<file path="src/hw/rtl/assert_macros.svh">
// ----------------------------------------------------------------------------
// assert_macros.svh
// Assertion shorthands; all sample on clk and are off while rst_n is low.
// ----------------------------------------------------------------------------
`ifndef ASSERT_MACROS_SVH
`define ASSERT_MACROS_SVH

// cond must never hold
`define AST_NEVER(lbl, cond) \
  lbl: assert property (@(posedge clk) disable iff (!rst_n) !(cond)) \
    else $error("assertion failed");

// ante implies cons in the same cycle
`define AST_IMPL(lbl, ante, cons) \
  lbl: assert property (@(posedge clk) disable iff (!rst_n) (ante) |-> (cons)) \
    else $error("assertion failed");

// ante implies cons in the next cycle
`define AST_NEXT(lbl, ante, cons) \
  lbl: assert property (@(posedge clk) disable iff (!rst_n) (ante) |=> (cons)) \
    else $error("assertion failed");

`endif

</file>
<file path="src/hw/rtl/lsdp_pkg.sv">
// ----------------------------------------------------------------------------
// lsdp_pkg
// Types and constants shared by the lot sizing planner.
// ----------------------------------------------------------------------------
`default_nettype none
package lsdp_pkg;

  localparam int COST_W  = 24;
  localparam int ENTRY_W = COST_W + 1;
  localparam int DEM_W   = 5;
  localparam int PS_W    = 5;
  localparam int CIDX_W  = 3;
  localparam int CDAT_W  = 10;

  localparam logic [COST_W-1:0]  COST_SAT  = {COST_W{1'b1}};
  localparam logic [ENTRY_W-1:0] ENT_INFEAS = {1'b1, {COST_W{1'b0}}};

  localparam logic [CIDX_W-1:0] REG_HOLD_RATE     = 3'd0;
  localparam logic [CIDX_W-1:0] REG_SETUP_FEE     = 3'd1;
  localparam logic [CIDX_W-1:0] REG_UNIT_COST     = 3'd2;
  localparam logic [CIDX_W-1:0] REG_INITIAL_STOCK = 3'd3;
  localparam logic [CIDX_W-1:0] REG_STOCK_LIMIT   = 3'd4;
  localparam logic [CIDX_W-1:0] REG_ORDER_CEIL    = 3'd5;
  localparam logic [CIDX_W-1:0] REG_FINAL_EN      = 3'd6;
  localparam logic [CIDX_W-1:0] REG_FINAL_STOCK   = 3'd7;

  typedef struct packed {
    logic [4:0] demand;
    logic       last_period;
  } lsdp_in_t;

  typedef struct packed {
    logic [3:0]        period_index;
    logic [3:0]        order_qty;
    logic [COST_W-1:0] plan_cost;
    logic              feasible;
    logic              last_result;
  } lsdp_out_t;

  typedef struct packed {
    logic [7:0] hold_rate;
    logic [9:0] setup_fee;
    logic [7:0] unit_cost;
    logic [4:0] initial_stock;
    logic [4:0] stock_limit;
    logic [3:0] order_ceil;
    logic       final_stock_enable;
    logic [4:0] final_stock;
  } lsdp_cfg_t;

  typedef struct packed {
    logic clr;
    logic vld;
  } lsdp_evl_ctl_t;

  typedef enum logic [3:0] {
    S_IDLE, S_TERM, S_ROWD, S_ISSUE, S_DRAIN, S_WRB, S_TOT, S_TOTW, S_OUT
  } lsdp_state_t;

endpackage
`default_nettype wire

</file>
<file path="src/hw/rtl/lsdp_best.sv">
// ----------------------------------------------------------------------------
// lsdp_best
// Prices one order choice against its cost-to-go and keeps the running best.
// ----------------------------------------------------------------------------
`default_nettype none
module lsdp_best #(
  parameter int LW = 5,
  parameter int OW = 4
) (
  input  logic                        clk,
  input  lsdp_pkg::lsdp_cfg_t         cfg,
  input  lsdp_pkg::lsdp_evl_ctl_t     ctl,
  input  logic [OW-1:0]               ord,
  input  logic [LW-1:0]               nx,
  input  logic [lsdp_pkg::ENTRY_W-1:0] fut,
  output logic [lsdp_pkg::ENTRY_W-1:0] best,
  output logic [OW-1:0]               best_o
);
  import lsdp_pkg::*;

  localparam int SW = COST_W + 2;

  logic [ENTRY_W-1:0] best_r;
  logic [OW-1:0]      best_o_r;
  logic [SW-1:0]      step;
  logic [SW-1:0]      order_part;
  logic [COST_W-1:0]  sat;
  logic               take;

  always_comb begin
    order_part = (ord != '0)
               ? SW'(cfg.setup_fee) + SW'(cfg.unit_cost) * SW'(ord) : '0;
    step = SW'(cfg.hold_rate) * SW'(nx) + order_part + SW'(fut[COST_W-1:0]);
    sat  = (step > SW'(COST_SAT)) ? COST_SAT : step[COST_W-1:0];
    take = ctl.vld && !fut[COST_W] && (best_r[COST_W] || sat < best_r[COST_W-1:0]);
  end

  always_ff @(posedge clk) begin
    if (ctl.clr) begin
      best_r   <= ENT_INFEAS;
      best_o_r <= '0;
    end else if (take) begin
      best_r   <= {1'b0, sat};
      best_o_r <= ord;
    end
  end

  assign best   = best_r;
  assign best_o = best_o_r;

endmodule
`default_nettype wire

</file>
<file path="config.mk">
export PLATFORM = sky130hd
export DESIGN_NAME = lsdp_best
export DESIGN_NICKNAME = d
export VERILOG_FILES = /design/src/hw/rtl/assert_macros.svh /design/src/hw/rtl/lsdp_pkg.sv /design/src/hw/rtl/lsdp_best.sv
export SDC_FILE = /design/constraint.sdc
export NUM_CORES = 1
export LEC_CHECK = 0
export ABC_AREA = 0
export BUFFER_PORTS_ARGS = -buffer_cell sky130_fd_sc_hd__buf_2
export CAP_MARGIN = 5
export CORE_MARGIN = 5
export CORE_UTILIZATION = 30
export DETAILED_ROUTE_END_ITERATION = 6
export PLACE_DENSITY = 0.54
export SLEW_MARGIN = 40
export SYNTH_ARGS = -nofsm -noshare
export SYNTH_HDL_FRONTEND = slang
export SYNTH_SLANG_ARGS = --single-unit
</file>
<file path="constraint.sdc">
create_clock -name clk -period 10.3 [get_ports clk]
set_input_delay 2.06 -clock clk [delete_from_list [all_inputs] [get_ports clk]]
set_output_delay 2.06 -clock clk [all_outputs]
set_load 0.005 [all_outputs]
</file>
== Word level (Yosys, flattened, before mapping) ==
Index checks and enable logic that the tools add are counted.

* Word-level logic and storage cells: 16
* Flip-flop bits (word level): 29
* Output and inout bits: 29
* Input bits: 83

* Add/subtract/negate cells: 3
* $mul: 2
* Order comparisons: 2
* Muxes and demuxes: 2
* Reduce and logical (&&, ||, !) cells: 5

{| class="wikitable"
|+ Operators by type and width
! cell !! count
|-
| adder 14 x 24 -> 25 bit || 1
|-
| greater-than comparator 25 x 24 -> 1 bit (second input constant) || 1
|-
| less-than comparator 24 bit || 1
|-
| two-way mux 24 bit || 1
|-
| adder 13 x 13 -> 14 bit || 1
|-
| adder 10 x 12 -> 13 bit || 1
|-
| multiplier 8 x 5 -> 13 bit || 1
|-
| two-way mux 13 bit || 1
|-
| multiplier 8 x 4 -> 12 bit || 1
|-
| nonzero test 4 bit || 1
|-
| logical AND 1 bit || 2
|-
| zero test 1 bit || 1
|-
| logical OR 1 bit || 1
|}

== Logic depth before layout (Yosys ltp) ==
* Word-level depth: 10
* Gate-level depth with buffers: 37
* Depth with buffers taken out: 32

== Least setup slack after synthesis ==
OpenSTA, ideal clock, no wires.

* Path type: input port to flip-flop
* From: input port ord[3]
* To: register best_r[10], in the netlist best[10]
* Library setup time: 0.140 ns
* Stages: 31
* Slack: 0.608 ns
* Arrival: 9.552 ns
* Data required time: 10.160 ns
* Path buffers: 4
* Cells stage by stage: clkbuf_1 > nand2_1 > fa_1 > fa_1 > fa_1 > inv_1 > ha_1 > a21oi_1 > o21ai_0 > a2111o_1 > a41oi_1 > nor4b_1 > a211oi_1 > fa_1 > inv_1 > ha_1 > a21oi_1 > o21ai_1 > o21ai_1 > a211o_1 > buf_2 > buf_2 > nand2_1 > ha_1 > a211oi_1 > o221ai_1 > or4_1 > o22a_4 > nor2_2 > buf_6 > a311oi_2

* Longest elaborated chain between the ends: 10
* Elaborated cells on any way between the ends: 11
* Those cells by class: add/sub: 3; mul: 1; order compare: 2; mux: 2; reduce/logical: 3

{| class="wikitable"
|+ Ends and longest elaborated chain
! what !! RTL line !! text
|-
| start: declaration || lsdp_best.sv:13 || <nowiki>input logic [OW-1:0] ord,</nowiki>
|-
| multiplier 8 x 4 -> 12 bit || lsdp_best.sv:32 || <nowiki>? SW'(cfg.setup_fee) + SW'(cfg.unit_cost) * SW'(ord) : '0;</nowiki>
|-
| adder 10 x 12 -> 13 bit || lsdp_best.sv:32 ||
|-
| two-way mux 13 bit (*) || lsdp_best.sv:32 ||
|-
| adder 13 x 13 -> 14 bit (*) || lsdp_best.sv:33 || <nowiki>step = SW'(cfg.hold_rate) * SW'(nx) + order_part + SW'(fut[COST_W-1:0]);</nowiki>
|-
| adder 14 x 24 -> 25 bit (*) || lsdp_best.sv:33 ||
|-
| greater-than comparator 25 x 24 -> 1 bit || lsdp_best.sv:34 || <nowiki>sat = (step > SW'(COST_SAT)) ? COST_SAT : step[COST_W-1:0];</nowiki>
|-
| two-way mux 24 bit (*) || lsdp_best.sv:34 ||
|-
| named net sat[5] || lsdp_best.sv:27 || <nowiki>logic [COST_W-1:0] sat;</nowiki>
|-
| less-than comparator 24 bit (*) || lsdp_best.sv:35 || <nowiki>take = ctl.vld && !fut[COST_W] && (best_r[COST_W] || sat < best_r[COST_W-1:0]);</nowiki>
|-
| logical OR 1 bit (*) || lsdp_best.sv:35 ||
|-
| logical AND 1 bit (*) || lsdp_best.sv:35 ||
|-
| end signal: assignment || lsdp_best.sv:43 || <nowiki>best_r <= {1'b0, sat};</nowiki>
|-
| end: declaration || lsdp_best.sv:23 || <nowiki>logic [ENTRY_W-1:0] best_r;</nowiki>
|}

Mark *: on every way through the listed nets, which the timed path passes. The rest lies on a longest branch.
A chain may end at the register's enable or synchronous reset.

== Worst setup path in the final report ==
Ends and elaborated chain as after synthesis.

==> flow_summary.toml <==
[logic_synthesis]
synth.area.top_cells = "fa_1 (22%), ha_1 (17%), dfxtp_1 (11%)"
synthesis.nets = 878
synth.distinct_cells = 59
synth_async_sr_flop_share_pct = 0
yosysMostFrequentCell = "inv_1"
syn_area_um2 = 5460
synthMuxAreaShare_pct = 1.19
synthAdderAreaFrac_pct = 38.9
synth_seq_cells = 29
syn_avg_cell_area_um2 = 8.24
synth_top_area_share_pct = 22.4
synth_common_cells = "inv_1 (126), ha_1 (72), nand2_1 (64)"
ys_seq_area_share_pct = 10.6
synth_largest_area_cell = "fa_1"
synth-simple-area-share_pct = 17.2
synth_top_flop_cell = "dfxtp_1"
synth-edff-count = 0
synth_top_family_by_area = "adder cells"
yosys.area_share.xor_xnor_pct = 2.89
ys_warn_count = 0
synth_compound_area_share_pct = 18.5
synth_cells = 662

[timing]
rsz0062_at_grt = "false"
maxSlewHeadroom_pct = 56.0
fin_skew_ns = 0.00433
tightest_slew_ns = 0.660
period_share_pct = 93.6
hold-worst-slack_ns = 0.482
finalCriticalPeriod_ns = 9.64
setup_viol = 0
fmax_mhz = 104
hold_viol = 0
tns_ns = 0
slew_violations = 0

[power_and_ir_drop]
power_density_nw_per_um2 = 289
ir_drop_mv = 0.172
p_leak_nw = 3.14

[grt]
grt_usage_pct = 13.4
gr-total-overflow = 0
grt_max_degree = 29
first_global_vias = 4798
grt_pass1_wl_um = 23300
antenna_found_initial = 0

[worst_setup_path]
r2r-end = "best[10]$_SDFFE_PP0P_"
r2r-start = "best[5]$_SDFFE_PP0P_"
max_stage_delay_ns = 0.51
crit_slowest_cell = "fa_1"
reg2reg_depth = 9
critPathKind = "input port to register"
critPathBufInv = 5
worstSetupEndpointType = "register"
cp.required_ns = 10.43
crit_arrival_ns = 9.76
startpoint_type = "input port"
ff2ff_setup_slack_ns = 7.75
cpLargestDelayFamily = "compound AO/OA/AOI/OAI gates"
cp_max_fo = 11

[floorplanning]
dieWidth_um = 145
rows = 49
start_util_pct = 30.4
dieArea_um2 = 21000
design.core.area_um2 = 18000
die_h_um = 145
ios = 112

[placed_design]
gp_congestion = 0.783
place_inst = 983
port_buffers = 91
dpl.hpwl_um = 11700

[clock_network]
clk_latency_ns = 0.27
clk_pin_slew_ns = 0.05
cts_resized = 0
post_cts_buffers = 0
cts_hold_buf = 0
root_buffer = "clkbuf_16"
tritoncts = "yes"
cts_max_path_buffers = 2
cts_inserted_buffers = 5
h-tree-depth = 2
clkSinkCount = 29

[run_status]
outcome = "completed"

[cells_and_area]
diodes = 0
area_growth_pct = 17.9
nets = 977
drive_above_1_share_pct = 18.9
final_cells = 991

[worst_hold_path]
hold-path-cell-count = 2
hold_end = "best_o[1]$_SDFFE_PP0P_"
worstHoldStart = "best_o[1]$_SDFFE_PP0P_"
min-delay-path-class = "register to register"

[route]
ant_nets = 0
routedWlPerCell_um = 13.6
num_vias = 4671
drcViolationCount = 0
routed_wl_um = 13500
drtIter0Drc = 195
routed_via_density = 4.71
firstDrtPassIters = 4

[job]
maxCapViolations = 0
==> layout by cell type, fill, tap and decap left out, types with 3 or more instances in the layout <==
cell type,n
a2111o_1,3
a211oi_1,7
a21o_1,6
a21oi_1,51
a311oi_1,3
a311oi_2,9
and2_1,45
and3_1,5
buf_2,91
buf_4,21
clkbuf_16,5
dfxtp_1,29
fa_1,61
ha_1,72
inv_1,126
mux2_2,4
nand2_1,64
nand2b_1,6
nand3_1,13
nand4_1,5
nor2_1,14
nor2b_1,3
nor3_1,15
nor4_1,5
o211ai_1,7
o21a_1,4
o21ai_0,18
o21ai_1,11
o21bai_1,3
xnor2_1,9
xor2_1,9
==> cell families after synthesis <==
family / count (synthesis)
simple gates: 186
buf+inv: 147
compound gates: 143
fa+ha+maj: 133
flops: 29
xor+xnor: 18
mux: 6
==> sequential cells by signal, indices dropped and copies added (netlist names) <==
name,flops
best,25
best_o,4
==> worst max path at each step <==
| stage | from | end | cells past startpoint |
|---|---|---|---|
| floorplan | ord[3] | best[10]$_SDFFE_PP0P_ | 31 |
| global placement | ord[3] | best[2]$_SDFFE_PP0P_ | 30 |
| detailed placement | ord[3] | best[17]$_SDFFE_PP0P_ | 30 |
| CTS | ord[3] | best[4]$_SDFFE_PP0P_ | 30 |
| global route | ord[3] | best[0]$_SDFFE_PP0P_ | 32 |
| finish | ord[3] | best[10]$_SDFFE_PP0P_ | 31 |
==> per-stage QoR <==
step           setup WS [ns]  utilization, %  instance area [um2]  total power [mW]
5_1_grt              0.00536            35.8                 6430              2.14
4_1_cts                0.527            35.7                 6410              1.86
2_1_floorplan          0.608               -                 5460              1.36
3_5_place_dp           0.287            34.9                 6270              1.71
6_report               0.663            35.8                 6430              1.86
3_3_place_gp           0.247            34.9                 6270              1.71
==> power breakdown <==
group,internal (mW),switching [mW]
logic,0.678,0.891
clock network,0.0885,0.0505
registers,0.133,0.0193
==> worst reg2reg max path, cell delays in order, from the launching register on <==
cell,delay [ns]
dfxtp_1,0.36
inv_1,0.06
ha_1,0.30
a211oi_1,0.23
o221ai_1,0.18
or4_1,0.58
o22a_4,0.27
nor2_2,0.15
buf_4,0.18
a311oi_2,0.10
==> routing by layer <==
| metal | track usage [%] | part of all wire, % |
|---|---|---|
| met3 | 1.18 | 3.4 |
| met1 | 19.6 | 51 |
| met2 | 22.2 | 45 |
| met5 | 0 | 0 |
| met4 | 2.01 | 0.86 |
==> area by class of cell <==
class	count	area [um2]
Clock inverter	2	10.0
Fill cell	1896	11500
Timing Repair Buffer	113	633
Clock buffer	6	129
Multi-Input combinational cell	486	4320
Tap cell	229	287
Inverter	126	473
Sequential cell	29	581
No activity file was read; power rests on OpenSTA's default activity.
